==> config.mk <==
export PLATFORM = sky130hd
export DESIGN_NAME = ostb_entry_bank
export DESIGN_NICKNAME = d
export VERILOG_FILES = /design/src/rtl/core/ostb_pkg.sv /design/src/rtl/core/ostb_entry_bank.sv
export SDC_FILE = /design/constraint.sdc
export NUM_CORES = 1
export LEC_CHECK = 0
export BUFFER_PORTS_ARGS = -buffer_cell sky130_fd_sc_hd__buf_4
export CORE_ASPECT_RATIO = 0.6
export CORE_MARGIN = 2
export CORE_UTILIZATION = 45
export CTS_CLUSTER_SIZE = 28
export DETAILED_ROUTE_END_ITERATION = 8
export PLACE_DENSITY = 0.73
export RECOVER_POWER = 50
export SETUP_SLACK_MARGIN = 0.5
export SYNTH_ARGS = -nofsm -noshare
export SYNTH_HDL_FRONTEND = slang
export SYNTH_SLANG_ARGS = --single-unit
==> constraint.sdc <==
create_clock -name clock -period 14.8 [get_ports clock]
set_input_delay 2.22 -clock clock [delete_from_list [all_inputs] [get_ports clock]]
set_output_delay 2.22 -clock clock [all_outputs]
set_load 0.005 [all_outputs]
==> src/rtl/core/ostb_pkg.sv <==
`default_nettype none

package ostb_pkg;

   localparam int unsigned NUM_TIMERS    = 5;
   localparam int unsigned ENTRY_IDX_W   = (NUM_TIMERS > 1) ? $clog2(NUM_TIMERS) : 1;

   localparam int unsigned ACTION_W      = 3;
   localparam int unsigned TIMER_INDEX_W = 3;
   localparam int unsigned TARGET_W      = 31;
   localparam int unsigned EVENT_W       = 8;
   localparam int unsigned TIME_W        = 32;

   // request action codes; 5..7 are ignored
   typedef enum logic [ACTION_W-1:0] {
      ACT_SET       = 3'd0,
      ACT_START     = 3'd1,
      ACT_CANCEL    = 3'd2,
      ACT_CHECK     = 3'd3,
      ACT_RESET_ALL = 3'd4
   } action_type;

   typedef enum logic [2:0] {
      OP_NONE,
      OP_SET,
      OP_START,
      OP_CANCEL,
      OP_CLEAR_ALL,
      OP_EXPIRE
   } bank_op_type;

   typedef enum logic [1:0] {
      ST_IDLE,
      ST_SCAN,
      ST_FINISH
   } state_type;

   // update command from the sequencer to the entry bank
   typedef struct packed {
      bank_op_type             op;
      logic [ENTRY_IDX_W-1:0]  idx;
      logic [TARGET_W-1:0]     target;
      logic [EVENT_W-1:0]      event_id;
      logic [TIME_W-1:0]       stamp;
   } bank_cmd_type;

   // one entry as read out of the bank
   typedef struct packed {
      logic [TARGET_W-1:0] duration;
      logic [EVENT_W-1:0]  event_id;
      logic [TIME_W-1:0]   start;
      logic                running;
   } entry_type;

endpackage

`default_nettype wire

==> src/rtl/core/ostb_entry_bank.sv <==
`default_nettype none

module ostb_entry_bank
   import ostb_pkg::*;
(
   input  wire logic                   clock,
   input  wire logic                   reset,
   input  wire bank_cmd_type           cmd,
   input  wire logic [ENTRY_IDX_W-1:0] rd_idx,
   output entry_type                   rd_entry
);

   logic [TARGET_W-1:0] duration_ff [NUM_TIMERS];
   logic [EVENT_W-1:0]  event_ff    [NUM_TIMERS];
   logic [TIME_W-1:0]   start_ff    [NUM_TIMERS];
   logic [NUM_TIMERS-1:0] running_ff;

   always_ff @(posedge clock) begin
      if (reset) begin
         for (int i = 0; i < NUM_TIMERS; i++) begin
            duration_ff[i] <= '0;
            event_ff[i]    <= '0;
            start_ff[i]    <= '0;
         end
         running_ff <= '0;
      end else begin
         unique case (cmd.op)
            OP_NONE: begin
            end
            OP_SET: begin
               // start is cleared, running flag untouched
               duration_ff[cmd.idx] <= cmd.target;
               event_ff[cmd.idx]    <= cmd.event_id;
               start_ff[cmd.idx]    <= '0;
            end
            OP_START: begin
               start_ff[cmd.idx]   <= cmd.stamp;
               running_ff[cmd.idx] <= 1'b1;
            end
            OP_CANCEL, OP_EXPIRE: begin
               start_ff[cmd.idx]   <= '0;
               running_ff[cmd.idx] <= 1'b0;
            end
            OP_CLEAR_ALL: begin
               // running flags survive a reset-all
               for (int i = 0; i < NUM_TIMERS; i++) begin
                  duration_ff[i] <= '0;
                  event_ff[i]    <= '0;
                  start_ff[i]    <= '0;
               end
            end
            default: begin
            end
         endcase
      end
   end

   always_comb begin
      rd_entry.duration = duration_ff[rd_idx];
      rd_entry.event_id = event_ff[rd_idx];
      rd_entry.start    = start_ff[rd_idx];
      rd_entry.running  = running_ff[rd_idx];
   end

endmodule

`default_nettype wire

* Word-level counts from Yosys, hierarchy flattened
Memories as Yosys holds them, arrays and structs flattened.
Index checks and enable logic that the tools add are counted.
** Word-level totals
- Logic and storage cells :: 83
- Register bits after elaboration :: 5
- Output and inout bits :: 72
- Latch bits :: 0
- Memories kept :: 3
- RAM bits :: 355
- Input port bits :: 82
- Memory bits (read-only) :: 0
** Memory list
- start_ff :: depth 5, width 32, read ports 1, clocked after Yosys merged registers in 0, wr ports 5, line ostb_entry_bank.sv:15 : logic [TIME_W-1:0] start_ff [NUM_TIMERS];
- duration_ff :: depth 5, width 31, read ports 1, clocked after Yosys merged registers in 0, wr ports 5, line ostb_entry_bank.sv:13 : logic [TARGET_W-1:0] duration_ff [NUM_TIMERS];
- event_ff :: depth 5, width 8, read ports 1, clocked after Yosys merged registers in 0, wr ports 5, line ostb_entry_bank.sv:14 : logic [EVENT_W-1:0] event_ff [NUM_TIMERS];
** Operators by class
- Divide/modulo/power cells :: 0
- Mux-type cells :: 45
- Magnitude comparators :: 3
- Shift operators :: 0
- Bitwise operators :: 20
- Reduce and logical (&&, ||, !) cells :: 6
- Add/sub/neg operators :: 0
- Multipliers :: 0
- Eq/ne operators :: 5
** Operators with widths (number)
- 32-bit two-way mux :: 8
- 31-bit two-way mux :: 6
- 8-bit two-way mux :: 6
- 32-bit OR reduction :: 1
- 31-bit OR reduction :: 1
- 1-bit two-way mux :: 19
- 1-bit bitwise OR :: 17
- 5-bit one-hot mux with 2 select lines :: 1
- 3-bit two-way mux :: 3
- 3-bit by 4-bit less-than comparator with 1-bit output, second input constant :: 2
- 8-bit OR reduction :: 1
- 3-bit by 2-bit == test with 1-bit output, second input constant :: 2
- 3-bit == test, second input constant :: 2
- 5-bit bitwise AND :: 1
- 5-bit NOT :: 1
- 5-bit bitwise OR :: 1
- 1-bit binary-select mux with 3-bit select :: 1
- 1-bit demux with 3-bit select :: 1
- 3-bit by 1-bit == test with 1-bit output, second input constant :: 1
- 3-bit by 1-bit >= comparator with 1-bit output, second input constant :: 1
- 2-bit nonzero test :: 1
- 2-bit OR reduction :: 1
- 1-bit logical AND :: 1

* Longest topological paths before layout
Gate-level depths: netlist of the first run.
- Depth after elaboration :: 8
- Depth in mapped cells :: 6

* Least setup slack after synthesis of the first run
Ideal clock, no wire load.
- Path kind :: input to register
- From :: in cmd[72] (netlist name)
- To :: mem duration_ff[2][0] (enable)
- Path buffers :: 3
- Data required time :: 14.311 ns
- Slack :: 8.451 ns
- Cell stages on the path :: 5
- Arrival :: 5.859 ns
- Setup time :: 0.489 ns
- Cell sequence :: buf_2 > or3b_1 > buf_2 > clkbuf_1 > o21ai_0
** RTL lines
- start, declared :: line ostb_entry_bank.sv:8 : input wire bank_cmd_type cmd,
- end, declared :: line ostb_entry_bank.sv:13

==> results.md, run 1 <==
* Status: complete, but fails checks
* Failing checks: max-capacitance violations, max-slew violations
* Critical path data arrival time at between 5 and 6 ns
* Mean Syn Cell Area at around 17 µm²
* Worst path most repeated cell: buf_4
* Critical path class: primary input to primary output
* # resized after CTS at 0
* Max-slew headroom at -1.139
* Antenna violations before repair at 2
* Dpl hpwl at 31,260 µm
* Skew final at 0 ns
* Unrepaired setup endpoints after global routing: false
* Peak fanout along the critical path at 57
* Power Dens Cells at approximately 130 nW/µm²
* CTS H-tree lvls at 2
* Starting Density at 0.4552
* CTS Buf Count at 52
* FP Rows at 65
* Syn Nets at ~1,500
* Starting DRT DRC Count at roughly 1,200
* Pint at between 2 and 3 mW
* Yosys cell types at 35
* Core area at about 52,000 µm²
* Root Driver: clkbuf_16
* Critical Path End: rd_entry[69]
* Vias in the first global route at about 13,000
* Pins over their slew limit at approximately 560
* Combinational Power Share at 0.077
* Crit path launch: rd_idx[0]
* Die ar. at between 50,000 and 60,000 µm²
* Leakage at slightly below 9 nW
* GPL Wtd Cong at 0.7533
* Final hold slack at roughly 0.50 ns
* R2R Setup Slk at between 10 and 15 ns
* Critical path required time at around 13 ns
* Final setup viols at 0
* Area growth syn-to-layout at 14.15%
* DRT antenna net count at 0
* CTS sink cnt at between 500 and 600
* Vias per cell at ~5.6
* Mapped Cells at 1,405
* Setup tns final at 0 ns
* DR pass1 iterations at 5
* Largest net degree at the start of global routing at 92
* Final Hold Viols at 0
* Number of synthesized register bits at ~570
* Max-Cap Viols at 18
* Slowest stage cell, crit path: buf_4
* Final non-filler cell area at 27,250 µm²
* Final period utilization at 0.5279
* CTS Buffer Depth at 3
* Ys Warns at 0
* Sw frac at 0.2142
* Number of port buffers at approximately 150
* Worst-path clk slew at roughly 0.070 ns
* Die Wd at 301.4 µm
* CP Capture Type: primary output
* Power share of the clock group at 0.388
* Min Tclk post-route at 7.813 ns
* Layout cells sized above 1 at 0.2711
* Sequential share of the synthesized area at 0.7185
* Least-Margin Pin Slew at around 3.2 ns
* First-pass GRT wire length at roughly 84,000 µm
* Placed insts at around 2,200
* Skew-Pair Late Insertion Delay at 0.58 ns
* Max Freq at 0.1280 GHz
* # Post-CTS Setup Buffers at 0
* FILL cells at 4,275
* Worst hold path class: flop to flop
* Leading cell types in the layout, fill and taps excluded: edfxtp_1 (568), nor2_1 (321), mux4_2 (142)
* Critical Path Source Type: primary input
* Non-filler cells, final at 2,295
* Die Height at ~180 µm
* IO Pins at ~150
* Top cells by area, synth: edfxtp_1 (71%), mux4_2 (13%), nor2_1 (5.1%)
* Vias at roughly 13,000
* Peak supply drop at just over 0.09 mV
* WL per Instance at ~25 µm
* Seq pwr share at 0.534
* Switching Power at about 0.75 mW
* Post-DP Area at 25,860 µm²
* Final #Nets at approximately 1,600
* Leading area contributor after synthesis: edfxtp_1
* Mapped Area at ~24,000 µm²
* Worst path max stage delay at between 0.8 and 0.9 ns
* Crit path cell chain: buf_8 > buf_4 > buf_4 > mux4_2 > mux2_2 > buf_4
* Leading cell type in the layout, fill and taps excluded: edfxtp_1
* DRC at 0
* Routed WL at 56,720 µm
* FF-to-FF path depth at 3
* Total GRT Usage at 0.2076
* Grt total ovfl at 0
* Yosys top cell area share at 0.7144
* TritonCTS clock tree: done
* Count of hold-fix buffers inserted at cts at 0
==> critical path: cells and delay by family <==
| family | cells | cell delay [ns] |
|---|---|---|
| mux | 2 | 0.90 |
| buf+inv | 4 | 2.32 |
==> Yosys cell counts <==
cell	count
nand3b_1	2
buf_2	37
nor2b_1	4
buf_1	4
o221ai_1	4
o21ai_0	15
o21ai_1	2
nor3b_2	1
edfxtp_1	568
a21oi_1	1
nor4b_2	1
nor3_1	4
o21bai_4	2
inv_2	1
inv_1	33
or3b_2	1
mux4_2	142
mux2_2	71
nand4_1	1
buf_6	7
nand3_1	2
nor4b_4	1
o31a_1	1
mux2i_1	2
nor2_1	322
xnor2_2	1
or3_1	1
a211o_1	1
a31oi_1	1
or3b_1	2
dfxtp_1	5
buf_4	2
and3_1	39
nand2_1	79
clkbuf_1	45
==> cell families (layout without fill, tap and decap cells) <==
logic type / count (synthesis) / count (layout) / synth area share
XOR/XNOR: 1 / 1 / 0.0006814
flip-flops: 573 / 573 / 0.7185
other: 0 / 2 / 0
AND/OR/NAND/NOR: 460 / 460 / 0.07997
multiplexers: 215 / 215 / 0.1683
AO/OA/AOI/OAI: 27 / 27 / 0.007808
buffers and inverters: 129 / 314 / 0.02473
==> area by class of cell <==
class | instances | area [µm²] | share of cell area
Antenna cell | 2 | 5.005 | 0.0001836
Clock inverter | 27 | 300.3 | 0.01102
Clock buffer | 70 | 1421 | 0.05215
Timing Repair Buffer | 183 | 1182 | 0.04338
Tap cell | 703 | 879.6 | 0.03227
Multi-Input combinational cell | 703 | 6182 | 0.2268
Sequential cell | 573 | 17160 | 0.6295
Inverter | 34 | 127.6 | 0.004683
==> worst min-delay path by stage <==
stage,endpoint,cells after the start
2_1_floorplan,flop,2
3_3_place_gp,flop,2
3_5_place_dp,flop,2
4_1_cts,flop,2
5_1_grt,flop,2
6_report,flop,2
==> flip-flops by register name, indices dropped and copies added (netlist names), named ones only <==
register / count
start_ff: 256
duration_ff: 248
event_ff: 64
==> per-layer routing <==
| layer | track usage | routed length, µm | part of all wire | vias up |
|---|---|---|---|---|
| li1 | - | - | - | 5623 |
| met1 | 0.2938 | 24050 | 0.42 | 6721 |
| met2 | 0.3363 | 27690 | 0.49 | 460 |
| met3 | 0.03714 | 3887 | 0.069 | 83 |
| met4 | 0.05154 | 1086 | 0.019 | 2 |
| met5 | 0 | 13 | 0.00023 | - |
==> power by group through the flow <==
stage | clock, mW | combinational, mW | sequential (mW)
2_1_floorplan | 0 | 0.161 | 1.91
3_3_place_gp | 0 | 0.284 | 1.91
3_5_place_dp | 0 | 0.286 | 1.92
4_1_cts | 1.39 | 0.287 | 1.88
5_1_grt | 1.45 | 0.292 | 1.89
6_report | 1.37 | 0.272 | 1.88
==> metrics by stage <==
stage	power, mW	utilization	setup WS [ns]
after detailed placement	2.201	0.4930	6.864
after global placement	2.195	0.4930	6.911
after floorplan	2.071	-	8.451
final	3.523	0.5196	6.987
after global routing	3.633	0.5195	6.625
after CTS	3.560	0.5258	6.866
Note: power is estimated with default switching activity, not from simulation.
==> run 2: changes to the inputs <==
- PLACE_DENSITY: 0.73 -> 0.76
- clock period: 14.8 -> 6.4 ns (I/O delays scaled with it)
==> run 2 against run 1 <==
  * The run still ends with max-capacitance violations, max-slew violations left
  * Sequential share of layout area decreased by 0.57 points
  * First-iteration DRC count grew 14%
  * Clock skew is the same
  * Cell area increased by 0.92%
  * Sequential power increased by 130%
  * Via count grew 1.6%
  * Global-route usage grew 0.50 points
  * Hold slack lost 0.0066 ns
  * Critical path depth decreased by 2
  * Highest routed layer unchanged
==> results.md, run 2 (synthesis results as in run 1) <==
* DRC at 0 (unchanged)
* Leakage at 9.023 nW (was 8.924 nW)
* Max-Cap Viols at 11 (was 18)
* DR pass1 iterations at 5 (unchanged)
* Status: complete, but fails checks (unchanged)
* Max Freq at between 0.2 and 0.25 GHz
* CTS H-tree lvls at 2 (unchanged)
* Post-DP Area at 25,890 µm² (was 25,860 µm²)
* TritonCTS clock tree: done (unchanged)
* Die ar. at 54,980 µm² (unchanged)
* Critical path required time at 6.58 ns (was 12.58 ns)
* Dpl hpwl at 30,960 µm (was 31,260 µm)
* Post-place setup slack at 2.232 ns (was 6.864 ns)
* Max-slew headroom at -1.377 (was -1.139)
* CTS Buffer Depth at 3 (unchanged)
* Vias at 13,096 (was 12,889)
* Final non-filler cell area at 27,510 µm² (was 27,250 µm²)
* Critical path data arrival time at 5.17 ns (was 5.59 ns)
* Vias in the first global route at 13,892 (was 13,445)
* Leading cell type in the layout, fill and taps excluded: edfxtp_1 (unchanged)
* Max reg flops at 256 (unchanged)
* Placed insts at 2,198 (was 2,196)
* Final hold slack at 0.4905 ns (was 0.4970 ns)
* CTS sink cnt at 573 (unchanged)
* Layout cells sized above 1 at 0.2871 (was 0.2711)
* Pint at 6.508 mW (was 2.768 mW)
* Power Dens Cells at 302.0 nW/µm² (was 129.3 nW/µm²)
* IO Pins at 154 (unchanged)
* Die Wd at 301.4 µm (unchanged)
* Largest register by flop count: start_ff (unchanged)
* Core area at 52,460 µm² (unchanged)
* Antenna violations before repair at 9 (was 2)
* Non-filler cells, final at 2,306 (was 2,295)
* Setup WS post-layout at 1.415 ns (was 6.987 ns)
* Starting DRT DRC Count at 1,360 (was 1,198)
* Skew-Pair Late Insertion Delay at 0.58 ns (about the same)
* Count of hold-fix buffers inserted at cts at 0 (unchanged)
* Starting Density at 0.4552 (unchanged)
* # Post-CTS Setup Buffers at 0 (unchanged)
* Final #Nets at 1,633 (was 1,629)
* Met1 Usage GRT at 0.3026 (was 0.2938)
* Critical Path Source Type: primary input (unchanged)
* Total power at 8.306 mW (was 3.523 mW)
* WL per Instance at 24.99 µm (was 24.72 µm)
* Area growth syn-to-layout at 15.20% (was 14.15%)
* Leading cell types in the layout, fill and taps excluded: edfxtp_1 (568), nor2_1 (320), mux4_2 (142) (was edfxtp_1 (568), nor2_1 (321), mux4_2 (142))
* Pins over their slew limit at 353 (was 559)
* CTS Buf Count at 54 (was 52)
* Regs by FF count: start_ff x256, duration_ff x248, event_ff x64 (unchanged)
* Skew final at 0 ns (unchanged)
* Root Driver: clkbuf_16 (unchanged)
* Seq pwr share at 0.524 (was 0.534)
* Power share of the clock group at 0.398 (was 0.388)
* DRT antenna net count at 0 (unchanged)
* Setup tns final at 0 ns (unchanged)
* # resized after CTS at 0 (unchanged)
* GPL Wtd Cong at 0.7500 (was 0.7533)
* CP Capture Type: flop (was primary output)
* Met3 Use GR at 0.03798 (was 0.03714)
* Worst hold path class: flop to flop (unchanged)
* Combinational Power Share at 0.078 (was 0.077)
* Peak supply drop at 0.2054 mV (was 0.09251 mV)
* FP Rows at 65 (unchanged)
* Total GRT Usage at 0.2126 (was 0.2076)
* Vias per cell at 5.679 (was 5.616)
* Largest net degree at the start of global routing at 92 (unchanged)
* Final Hold Viols at 0 (unchanged)
* GR Util met2 at 0.3354 (was 0.3363)
* First-pass GRT wire length at 86,930 µm (was 84,480 µm)
* Gr busiest metal: met2 (unchanged)
* Final setup viols at 0 (unchanged)
* Switching Power at 1.798 mW (was 0.7547 mW)
* Final period utilization at 0.7789
* Worst-path clk slew at 0.06 ns (was 0.07 ns)
* Critical path class: primary input to flop (was primary input to primary output)
* Unrepaired setup endpoints after global routing: false (unchanged)
* Sw frac at 0.2165 (was 0.2142)
* Peak fanout along the critical path at 51 (was 57)
* Failing checks: max-capacitance violations, max-slew violations (unchanged)
* Number of port buffers at 153 (unchanged)
* Final core utilization at 0.5243 (was 0.5196)
* Grt total ovfl at 0 (unchanged)
* Routed WL at 57,630 µm (was 56,720 µm)
* Die Height at 182.4 µm (unchanged)
* Least-Margin Pin Slew at 3.565 ns (was 3.208 ns)
* Min Tclk post-route at roughly 5.0 ns
[run 2: changes by cell type in the layout (fill, tap and decap cells not counted), sizes merged]
cell      before  now
clkbuf       124  111
buf          129  135
diode          2    8
clkinv        18   22
inv           34   38
bufinv         6    8
clkinvlp       3    5
[run 2: path summary, 6_finish.rpt]
path	to	slack, ns	startpoint	cells past startpoint
worst min-delay path	flop	0.49	flop	2
worst max register to register	flop	5.49	flop	3
worst max-delay path	duration_ff[0][1]	1.41	cmd[72]	4
worst min register to register	flop	0.49	flop	2
[run 2: worst max-delay path, stage by stage]
cell	delay (ns)
clkbuf_1	0.31
or3_1	1.05
clkbuf_1	2.59
nor2_1	0.22
[run 2: power by group through the flow]
| stage | sequential [mW] | clock, mW | combinational (mW) |
|---|---|---|---|
| after floorplan | 4.42 | 0 | 0.372 |
| final | 4.35 | 3.31 | 0.645 |
| after CTS | 4.35 | 3.35 | 0.669 |
| after detailed placement | 4.43 | 0 | 0.666 |
| after global routing | 4.37 | 3.50 | 0.689 |
| after global placement | 4.42 | 0 | 0.658 |
[run 2: metal layers]
metal,vias to the layer above,share of wire,wire length (µm)
li1,5641,-,-
met2,565,0.48,27730
met1,6797,0.42,24260
met3,91,0.074,4244
met4,2,0.024,1381
met5,-,0.00021,12
[run 2: area by class of cell]
| type | instances | area (µm²) |
|---|---|---|
| Fill cell | 4211 | 24950 |
| Sequential cell | 573 | 17160 |
| Multi-Input combinational cell | 703 | 6257 |
| Clock buffer | 61 | 1399 |
| Timing Repair Buffer | 185 | 1225 |
| Tap cell | 703 | 879.6 |
| Clock inverter | 39 | 440.4 |
| Inverter | 34 | 127.6 |
| Antenna cell | 8 | 20.02 |
