===== src/rtl/core/ostb_pkg.sv =====
`default_nettype none

package ostb_pkg;

   localparam int unsigned NUM_TIMERS    = 5;
   localparam int unsigned ENTRY_IDX_W   = (NUM_TIMERS > 1) ? $clog2(NUM_TIMERS) : 1;

   localparam int unsigned ACTION_W      = 3;
   localparam int unsigned TIMER_INDEX_W = 3;
   localparam int unsigned TARGET_W      = 31;
   localparam int unsigned EVENT_W       = 8;
   localparam int unsigned TIME_W        = 32;

   // request action codes; 5..7 are ignored
   typedef enum logic [ACTION_W-1:0] {
      ACT_SET       = 3'd0,
      ACT_START     = 3'd1,
      ACT_CANCEL    = 3'd2,
      ACT_CHECK     = 3'd3,
      ACT_RESET_ALL = 3'd4
   } action_type;

   typedef enum logic [2:0] {
      OP_NONE,
      OP_SET,
      OP_START,
      OP_CANCEL,
      OP_CLEAR_ALL,
      OP_EXPIRE
   } bank_op_type;

   typedef enum logic [1:0] {
      ST_IDLE,
      ST_SCAN,
      ST_FINISH
   } state_type;

   // update command from the sequencer to the entry bank
   typedef struct packed {
      bank_op_type             op;
      logic [ENTRY_IDX_W-1:0]  idx;
      logic [TARGET_W-1:0]     target;
      logic [EVENT_W-1:0]      event_id;
      logic [TIME_W-1:0]       stamp;
   } bank_cmd_type;

   // one entry as read out of the bank
   typedef struct packed {
      logic [TARGET_W-1:0] duration;
      logic [EVENT_W-1:0]  event_id;
      logic [TIME_W-1:0]   start;
      logic                running;
   } entry_type;

endpackage

`default_nettype wire


===== src/rtl/core/ostb_expiry_unit.sv =====
`default_nettype none

module ostb_expiry_unit
   import ostb_pkg::*;
(
   input  wire entry_type         entry,
   input  wire logic [TIME_W-1:0] now,
   output logic                   expired
);

   logic [TIME_W-1:0] elapsed;

   // elapsed wraps modulo 2^32
   assign elapsed = now - entry.start;
   assign expired = entry.running && (elapsed >= TIME_W'(entry.duration));

endmodule

`default_nettype wire


===== config.mk =====
export PLATFORM = sky130hd
export DESIGN_NAME = ostb_expiry_unit
export DESIGN_NICKNAME = d
export VERILOG_FILES = /design/src/rtl/core/ostb_pkg.sv /design/src/rtl/core/ostb_expiry_unit.sv
export SDC_FILE = /design/constraint.sdc
export NUM_CORES = 1
export LEC_CHECK = 0
export BUFFER_PORTS_ARGS = -buffer_cell sky130_fd_sc_hd__buf_2
export CORE_UTILIZATION = 35
export DETAILED_ROUTE_END_ITERATION = 6
export GPL_TIMING_DRIVEN = 0
export SLEW_MARGIN = 20
export SYNTH_ARGS = -nofsm -noshare
export SYNTH_HDL_FRONTEND = slang
export SYNTH_SLANG_ARGS = --single-unit

===== constraint.sdc =====
create_clock -name vclk -period 5.89
set_input_delay 0.8835 -clock vclk [all_inputs]
set_output_delay 0.8835 -clock vclk [all_outputs]
set_load 0.02 [all_outputs]

# [Word level (Yosys, flattened, before mapping)]
# Cells that the tools add are included.
[word_totals] word_cells=3 regBits=0 out_inout_bits=1
[op_classes] add_sub_neg=1 magnitude_cmp=1 n_reduce_logical=1
[ops] operator="$ge A32 B31 Y1" n=1
[ops] operator="$sub A32 B32 Y32" n=1
[ops] operator="$logic_and A1 B1 Y1" n=1

# [Longest topological paths before layout]
# Gate-level depths: netlist (run 1).
[logic_depth] word_depth=3 ltp_mapped=18 mapped_depth_nobuf=18

# [Worst setup path before layout (run 1)]
# Ideal clock, no wire load.
[synth_timing] path_type="input port to output port" start="in now[0]" end="out expired" path_stages=18 t_required_ns=5.007 arrival_time_ns=4.118 path_slack_ns=0.889 cell_sequence="inv_1 -> ha_1 -> inv_1 -> fa_1 -> a21oi_1 -> o21ai_1 -> o41ai_2 -> o211ai_2 -> a2bb2oi_2 -> and2b_1 -> o21ai_0 -> a21oi_1 -> ha_1 -> a21oi_1 -> nor2b_1 -> nor2_1 -> a2111oi_0 -> o31a_1"
[synth_via] elab_chain_cells=3
[synth_lines] item="start, declared" line="ostb_expiry_unit.sv:7" rtl="input wire logic [TIME_W-1:0] now,"
[synth_lines] item="$sub A32 B32 Y32" line="ostb_expiry_unit.sv:14" rtl="assign elapsed = now - entry.start;"
[synth_lines] item="$ge A32 B31 Y1" line="ostb_expiry_unit.sv:15" rtl="assign expired = entry.running && (elapsed >= TIME_W'(entry.duration));"
[synth_lines] item="$logic_and A1 B1 Y1" line="ostb_expiry_unit.sv:15"
[synth_lines] item="end, declared" line="ostb_expiry_unit.sv:8" rtl="output logic expired"
# Every way passes these cells.

# [Final worst setup path (run 1)]
# Same ends and word-level chain as after synthesis.

==> results.py, run 1 <==
metrics = {
    "grt": {
        "grt_use_total_pct": 16.22,
        "grt_max_degree": 8,
        "use_met3_pct": 0,
        "antenna_found_initial": 0,
        "top_usage_layer": "met2",
        "grt_first_pass_wirelength_um": 10430,
        "overflow": 0,
        "use_met2_pct": 28.62,
        "first_global_vias": 2475,
        "grt.met1_usage_pct": 23.44,
    },
    "timing": {
        "setup_violations": 0,
        "rsz0062_at_grt": "false",
        "finalMaxSlewViolations": 0,
        "tightest_slew_ns": 0.4315,
        "min_period_ns": 5.641,
        "hold_viol_final": 0,
        "slew_headroom_pct": 71.13,
        "fmax_mhz": 177.3,
        "min_period_over_period_pct": 95.78,
    },
    "critical_path": {
        "required_ns": 5.01,
        "cp-start-kind": "primary input",
        "startpoint": "now[0]",
        "end_kind": "output pin",
        "arrival_ns": 4.76,
        "crit_end": "expired",
        "worstSetupPathType": "in -> out",
        "critPathMaxFanout": 4,
    },
    "final_layout": {
        "multi_input_area_um2": 2306,
        "fin_util_pct": 46.00,
        "clkbuf_count": 0,
        "seq_cell_count": 0,
        "final_area_um2": 3177,
        "regArea_um2": 0,
        "num-nets-final": 622,
        "area_delta_synth_final_pct": 24.40,
        "fill_cells": 721,
        "antenna_cells": 0,
        "layout-drive-gt1-share_pct": 25.83,
    },
    "detailed_routing": {
        "drc": 0,
        "wl_per_cell_um": 11.39,
        "ant_nets": 0,
        "vias_per_cell": 4.929,
        "first_pass_iters": 4,
        "drt_wl_total_um": 6254,
        "num_vias": 2706,
        "drt_iter0_drc": 69,
    },
    "min_path": {
        "hold_class": "in -> out",
    },
    "logic_synthesis": {
        "netlist.top_cell.by_area": "ha_1",
        "yosysWarnings": 0,
        "yosysTopAreaCellShare_pct": 30.38,
        "ys_seq_area_share_pct": 0,
        "synth_cell_type_count": 56,
        "synth_fp_nets": 523,
        "postSynthAreaPerCell_um2": 7.173,
        "synth_most_common_cell": "inv_1",
        "syn_inst": 356,
        "synth.area.top_cells": "ha_1 30%, inv_1 9.7%, xnor2_1 7.9%",
        "synth_common_cells": "66 x inv_1, 62 x ha_1, 32 x a21oi_1",
        "synth_area_um2": 2554,
    },
    "floorplanning": {
        "die-area_um2": 7642,
        "core_area_um2": 6907,
        "die_height_um": 87.42,
        "initial_utilization_pct": 36.97,
        "io_pins": 105,
        "num_rows": 30,
        "die_x_um": 87.42,
    },
    "power": {
        "total_power_mw": 0.3536,
        "cellLeakagePower_nw": 1.803,
        "ir_worst_vdd_mv": 0.04137,
        "p_per_area_nw_per_um2": 111.3,
    },
    "placed_design": {
        "port_buffers": 97,
        "dp_hpwl_um": 5596,
        "dpl-instance-area_um2": 3159,
        "gp_congestion": 0.8458,
    },
    "run": {
        "maxCapViolations": 0,
    },
    "run_status": {
        "outcome": "completed",
    },
}
power breakdown:
part / switching [mW] / internal, mW / leakage, nW
clock network: 0 / 0 / 0
logic: 0.185 / 0.169 / 1.80
registers: 0 / 0 / 0
cells in the final DEF, fill, tap and decap left out, drive strengths merged, types with 3 or more instances in the layout:
cell / Yosys / routed
inv: 66 / 66
nand2b: 4 / 4
a31oi: 6 / 6
o211ai: 4 / 4
xor2: 6 / 6
a21o: 19 / 19
nand2: 16 / 16
xnor2: 23 / 23
nand3b: 3 / 3
a21oi: 32 / 32
ha: 62 / 62
a2111oi: 3 / 3
nor3: 5 / 5
and3: 4 / 4
o21ai: 16 / 16
o21a: 3 / 3
nand3: 10 / 10
nand4: 7 / 7
nor2b: 9 / 9
a211oi: 4 / 4
buf: 2 / 99
nor2: 19 / 19
worst max-delay path: stages:
cell and delay, ns:
buf_2 0.09, inv_1 0.04, ha_1 0.16, inv_1 0.06
fa_1 0.40, a21oi_1 0.19, o21ai_1 0.18, o41ai_4 0.40
o211ai_2 0.18, a2bb2oi_2 0.29, and2b_1 0.22, o21ai_0 0.19
a21oi_1 0.10, ha_1 0.30, a21oi_1 0.07, nor2b_1 0.15
nor2_1 0.09, a2111oi_2 0.41, o31a_1 0.19, buf_2 0.15
layout make-up:
cell class,count,share of cell area (%)
multi-input combinational,286,72.59
buffer,4,0.5514
timing repair buffer,97,15.28
tap,96,3.781
inverter,66,7.798
per-stage QoR:
stage / TNS (ns) / instances / hold WS [ns] / worst slack (ns)
3_5_place_dp: -0.006100 / 549 / 2.095 / -0.006100
2_1_floorplan: 0 / 356 / 1.916 / 0.8885
4_1_cts: 0 / 549 / 2.097 / 0.1327
3_3_place_gp: 0 / 549 / 2.097 / 0.04634
5_1_grt: 0 / 549 / 2.111 / 0.01244
6_report: 0 / 549 / 2.095 / 0.2488
metal layers:
layer	vias to the layer above	wire length, um
li1	1466	-
met1	1173	3199
met2	67	2843
met3	0	211
met4	0	0
met5	-	0
repair_timing:
item,4_1_cts,5_1_grt
pin swaps,0,0
setup buffers,0,0
gates cloned,0,0
endpoints found under the setup margin,1,1
endpoints found under the hold margin,0,0
resized for setup,1,2
hold buffers,0,0
how the worst min path moves through the flow:
stage / start / cells after the start / endpoint / slack (ns)
after floorplan: entry[0] / 1 / expired / 1.92
after global placement: entry[0] / 3 / expired / 2.10
after detailed placement: entry[0] / 3 / expired / 2.09
after CTS: entry[0] / 3 / expired / 2.10
after global routing: entry[0] / 3 / expired / 2.11
final: entry[0] / 3 / expired / 2.10
logic make-up after synthesis:
family / Yosys count / share of synthesized area, %
adder cells (fa/ha/maj): 63 / 31.16
XOR/XNOR: 29 / 9.946
AO/OA/AOI/OAI: 104 / 29.20
AND/OR/NAND/NOR: 89 / 18.91
buffers and inverters: 70 / 10.39
multiplexers: 1 / 0.3920
Note: power is estimated with default switching activity, not from simulation.
==> run 2: changes to the inputs <==
--- a/config.mk
+++ b/config.mk
@@ -5,9 +5,9 @@
 export SDC_FILE = /design/constraint.sdc
 export NUM_CORES = 1
 export LEC_CHECK = 0
-export BUFFER_PORTS_ARGS = -buffer_cell sky130_fd_sc_hd__buf_2
 export CORE_UTILIZATION = 35
 export DETAILED_ROUTE_END_ITERATION = 6
+export DONT_BUFFER_PORTS = 1
 export GPL_TIMING_DRIVEN = 0
 export SLEW_MARGIN = 20
 export SYNTH_ARGS = -nofsm -noshare
==> results.py, run 2 (synthesis results as in run 1) <==
metrics = {
    "grt": {
        "use_met3_pct": 0.6635,
        "antenna_found_initial": 0,
        "overflow": 0,
        "grt_first_pass_wirelength_um": 9528,
        "grt.met1_usage_pct": 22.68,
        "top_usage_layer": "met2",
        "first_global_vias": 2188,
        "grt_use_total_pct": 15.07,
        "grt_max_degree": 8,
        "use_met2_pct": 24.57,
    },
    "placed_design": {
        "place_ws_ns": 0.1101,
        "port_buffers": 0,
        "dp_hpwl_um": 5295,
        "gp_congestion": 0.7970,
    },
    "critical_path": {
        "critPathMaxFanout": 4,
        "cp-start-kind": "primary input",
        "end_kind": "output pin",
        "arrival_ns": 4.62,
        "required_ns": 5.01,
        "worstSetupPathType": "in -> out",
    },
    "min_path": {
        "hold_path_end": "expired",
        "min-delay-start": "entry[0]",
        "hold_class": "in -> out",
        "min_path_cells": 1,
    },
    "power": {
        "comb_power_share_pct": 100.0,
        "power_frac_clock_pct": 0,
        "power_switching_mw": 0.1740,
        "p_seq_share_pct": 0,
        "switching_share_pct": 54.20,
        "p_per_area_nw_per_um2": 119.5,
        "ir_worst_vdd_mv": 0.04381,
        "cellLeakagePower_nw": 1.421,
        "internal-power_mw": 0.1470,
    },
    "timing": {
        "hold_viol_final": 0,
        "setup_tns_ns": 0,
        "fin_ws_ns": 0.3844,
        "tightest_slew_ns": 0.4280,
        "setup_violations": 0,
        "min_period_over_period_pct": 93.47,
        "min_period_ns": 5.506,
        "rsz0062_at_grt": "false",
        "finalMaxSlewViolations": 0,
        "slew_headroom_pct": 70.73,
        "fmax_mhz": 181.6,
        "whs_ns": 1.923,
    },
    "final_layout": {
        "layout_commonest_cell": "inv_1",
        "antenna_cells": 0,
        "fill_cells": 758,
        "clkbuf_count": 0,
        "multi_input_area_um2": 2301,
        "mostFrequentLayoutCells": "66 x inv_1, 62 x ha_1, 32 x a21oi_1",
        "seq_cell_count": 0,
        "layout-drive-gt1-share_pct": 5.337,
        "area_delta_synth_final_pct": 5.194,
        "regArea_um2": 0,
        "num-nets-final": 525,
    },
    "detailed_routing": {
        "drt_wl_total_um": 5824,
        "drc": 0,
        "wl_per_cell_um": 12.88,
        "drt_iter0_drc": 64,
        "first_pass_iters": 4,
        "vias_per_cell": 5.288,
        "ant_nets": 0,
        "num_vias": 2390,
    },
    "floorplanning": {
        "die_x_um": 87.42,
        "initial_utilization_pct": 36.97,
        "die-area_um2": 7642,
        "core_area_um2": 6907,
        "io_pins": 105,
        "num_rows": 30,
        "die_height_um": 87.42,
    },
    "clock_tree": {
        "cts_setup_buffers": 0,
        "post_cts_resized": 0,
        "holdBufCountCts": 0,
    },
    "run": {
        "maxCapViolations": 0,
    },
    "run_status": {
        "outcome": "completed",
    },
}
run 2: worst max path at each step:
stage              end  startpoint  slack (ns)
6_report       expired      now[0]        0.38
5_1_grt        expired      now[0]        0.06
4_1_cts        expired      now[0]        0.12
3_5_place_dp   expired      now[0]        0.11
3_3_place_gp   expired      now[0]        0.12
2_1_floorplan  expired      now[0]        0.89
run 2: cell type report:
cell class	instances	area share, %
Tap cell	96	4.471
Multi-Input combinational cell	286	85.65
Buffer	4	0.6521
Inverter	66	9.222
run 2: through the flow:
step | util [%] | total power [mW] | cell area (um2) | std cells
2_1_floorplan | - | 0.2600 | 2554 | 356
3_3_place_gp | 38.71 | 0.3122 | 2674 | 452
3_5_place_dp | 38.71 | 0.3185 | 2674 | 452
4_1_cts | 38.71 | 0.3213 | 2674 | 452
5_1_grt | 38.89 | 0.3697 | 2686 | 452
6_report | 38.89 | 0.3209 | 2686 | 452
run 2: per-layer routing:
metal	vias to the layer above	wire, um
met5	-	0
met4	0	15
met3	2	234
met2	74	2540
met1	1053	3033
li1	1261	-
run 2: power groups by stage:
stage                     Sequential, mW  Clock [mW]  Combinational [mW]
after floorplan                        0           0               0.260
after global placement                 0           0               0.312
after detailed placement               0           0               0.318
after CTS                              0           0               0.321
after global routing                   0           0               0.370
final                                  0           0               0.321
run 2: worst max-delay path: stages:
cell and delay, ns:
inv_1 0.03, ha_1 0.16, inv_1 0.05, fa_1 0.39, a21oi_1 0.20, o21ai_1 0.18, o41ai_4 0.38, o211ai_2 0.19
a2bb2oi_2 0.29, and2b_1 0.21, o21ai_0 0.14, a21oi_1 0.09, ha_1 0.31, a21oi_1 0.07, nor2b_1 0.14, nor2_1 0.08
a2111oi_1 0.47, o31a_1 0.34
==> run 3: changes to the inputs <==
--- a/config.mk
+++ b/config.mk
@@ -5,6 +5,7 @@
 export SDC_FILE = /design/constraint.sdc
 export NUM_CORES = 1
 export LEC_CHECK = 0
+export CORE_ASPECT_RATIO = 0.6
 export CORE_UTILIZATION = 35
 export DETAILED_ROUTE_END_ITERATION = 6
 export DONT_BUFFER_PORTS = 1
==> results.py, run 3 (synthesis results as in run 1) <==
metrics = {
    "detailed_routing": {
        "drt_wl_total_um": 6621,
        "ant_nets": 0,
        "first_pass_iters": 7,
        "wl_per_cell_um": 14.95,
        "num_vias": 2354,
        "drc": 8,
        "vias_per_cell": 5.314,
        "drt_iter0_drc": 168,
    },
    "floorplanning": {
        "num_rows": 23,
        "die_x_um": 112.3,
        "initial_utilization_pct": 37.29,
        "die-area_um2": 7653,
        "io_pins": 105,
        "core_area_um2": 6849,
        "die_height_um": 68.17,
    },
    "power": {
        "ir_worst_vdd_mv": 0.03215,
        "cellLeakagePower_nw": 1.421,
        "p_per_area_nw_per_um2": 123.4,
    },
    "grt": {
        "first_global_vias": 2090,
        "grt_first_pass_wirelength_um": 10120,
        "grt.met1_usage_pct": 27.74,
        "grt_use_total_pct": 16.50,
        "use_met2_pct": 21.58,
        "grt_max_degree": 8,
        "top_usage_layer": "met1",
        "antenna_found_initial": 0,
        "overflow": 0,
        "use_met3_pct": 2.569,
    },
    "min_path": {
        "hold_class": "in -> out",
        "hold_path_end": "expired",
        "min_path_cells": 1,
        "min-delay-start": "entry[0]",
    },
    "final_layout": {
        "antenna_cells": 0,
        "layout-drive-gt1-share_pct": 5.337,
        "fin_util_pct": 39.06,
        "mostFrequentLayoutCells": "66 x inv_1, 62 x ha_1, 32 x a21oi_1",
        "area_delta_synth_final_pct": 4.753,
        "seq_cell_count": 0,
        "clkbuf_count": 0,
        "num-nets-final": 525,
        "regArea_um2": 0,
        "layout_commonest_cell": "inv_1",
    },
    "critical_path": {
        "critPathMaxStageDelay_ns": 0.41,
        "cp-start-kind": "primary input",
        "required_ns": 5.01,
        "cpMostUsedCell": "a21oi_1",
        "worstPathCellList": "inv_1 > ha_1 > inv_1 > fa_1 > a21oi_1 > o21ai_1 > o41ai_4 > o211ai_2 > a2bb2oi_2 > and2b_1 > o21ai_0 > a21oi_1 > ha_1 > a21oi_1 > nor2b_1 > nor2_1 > a2111oi_1 > o31a_1",
        "worstSetupPathType": "in -> out",
        "critPathMaxFanout": 4,
        "cpMaxStageDelayCell": "o41ai_4",
        "end_kind": "output pin",
        "arrival_ns": 4.66,
    },
    "timing": {
        "min_period_ns": 5.539,
        "rsz0062_at_grt": "false",
        "tightest_slew_ns": 0.4677,
        "fmax_mhz": 180.5,
        "finalMaxSlewViolations": 0,
        "min_period_over_period_pct": 94.04,
        "slew_headroom_pct": 68.74,
        "hold_viol_final": 0,
        "setup_tns_ns": 0,
        "setup_violations": 0,
    },
    "run_status": {
        "outcome": "complete, but fails checks",
        "violations": "DRC",
    },
    "run": {
        "maxCapViolations": 0,
    },
    "clock_tree": {
        "cts_setup_buffers": 0,
        "holdBufCountCts": 0,
    },
    "placed_design": {
        "gp_congestion": 0.7781,
        "port_buffers": 0,
        "dp_hpwl_um": 6016,
    },
}
==> run 3: worst max-delay path by stage <==
stage / end / cells past startpoint / startpoint
2_1_floorplan: expired / 18 / now[0]
3_3_place_gp: expired / 18 / now[0]
3_5_place_dp: expired / 18 / now[0]
4_1_cts: expired / 18 / now[0]
5_1_grt: expired / 18 / now[0]
6_report: expired / 18 / now[0]
==> run 3: what timing repair did <==
item	CTS	global route
gates resized for setup	0	2
hold endpoints to repair	0	0
setup endpoints to repair	0	1
==> run 3: per-stage QoR <==
step / area, um2 / hold WS, ns / setup slack (ns) / instances / power, mW
final: 2675 / 1.919 / 0.3508 / 443 / 0.3301
after global routing: 2675 / 1.931 / 0.02963 / 443 / 0.3713
after CTS: 2663 / 1.920 / 0.1739 / 443 / 0.3263
after detailed placement: 2663 / 1.919 / 0.1792 / 443 / 0.3238
after global placement: 2663 / 1.921 / 0.2723 / 443 / 0.3171
after floorplan: 2554 / 1.916 / 0.8885 / 356 / 0.2600
==> run 3: area by class of cell <==
cell class                      count  area [um2]
Inverter                           66       247.7
Buffer                              4       17.52
Tap cell                           87       108.9
Multi-Input combinational cell    286        2301
Fill cell                         735        4174
==> run 3: per-layer routing <==
metal  wire [um]  share of wire (%)
met1        3982                 60
met2        2224                 34
met3         413                6.2
met4           0                  0
met5           0                  0
==> run 3: where the power goes <==
group,total (mW),internal [mW],switching [mW]
sequential,0,0,0
combinational,0.330,0.147,0.183
clock,0,0,0
==> run 3: worst max-delay path: cells and delay by family <==
| family | cells | cell delay [ns] |
|---|---|---|
| compound gates | 10 | 2.37 |
| fa+ha+maj | 3 | 0.86 |
| simple gates | 3 | 0.45 |
| buf+inv | 2 | 0.08 |
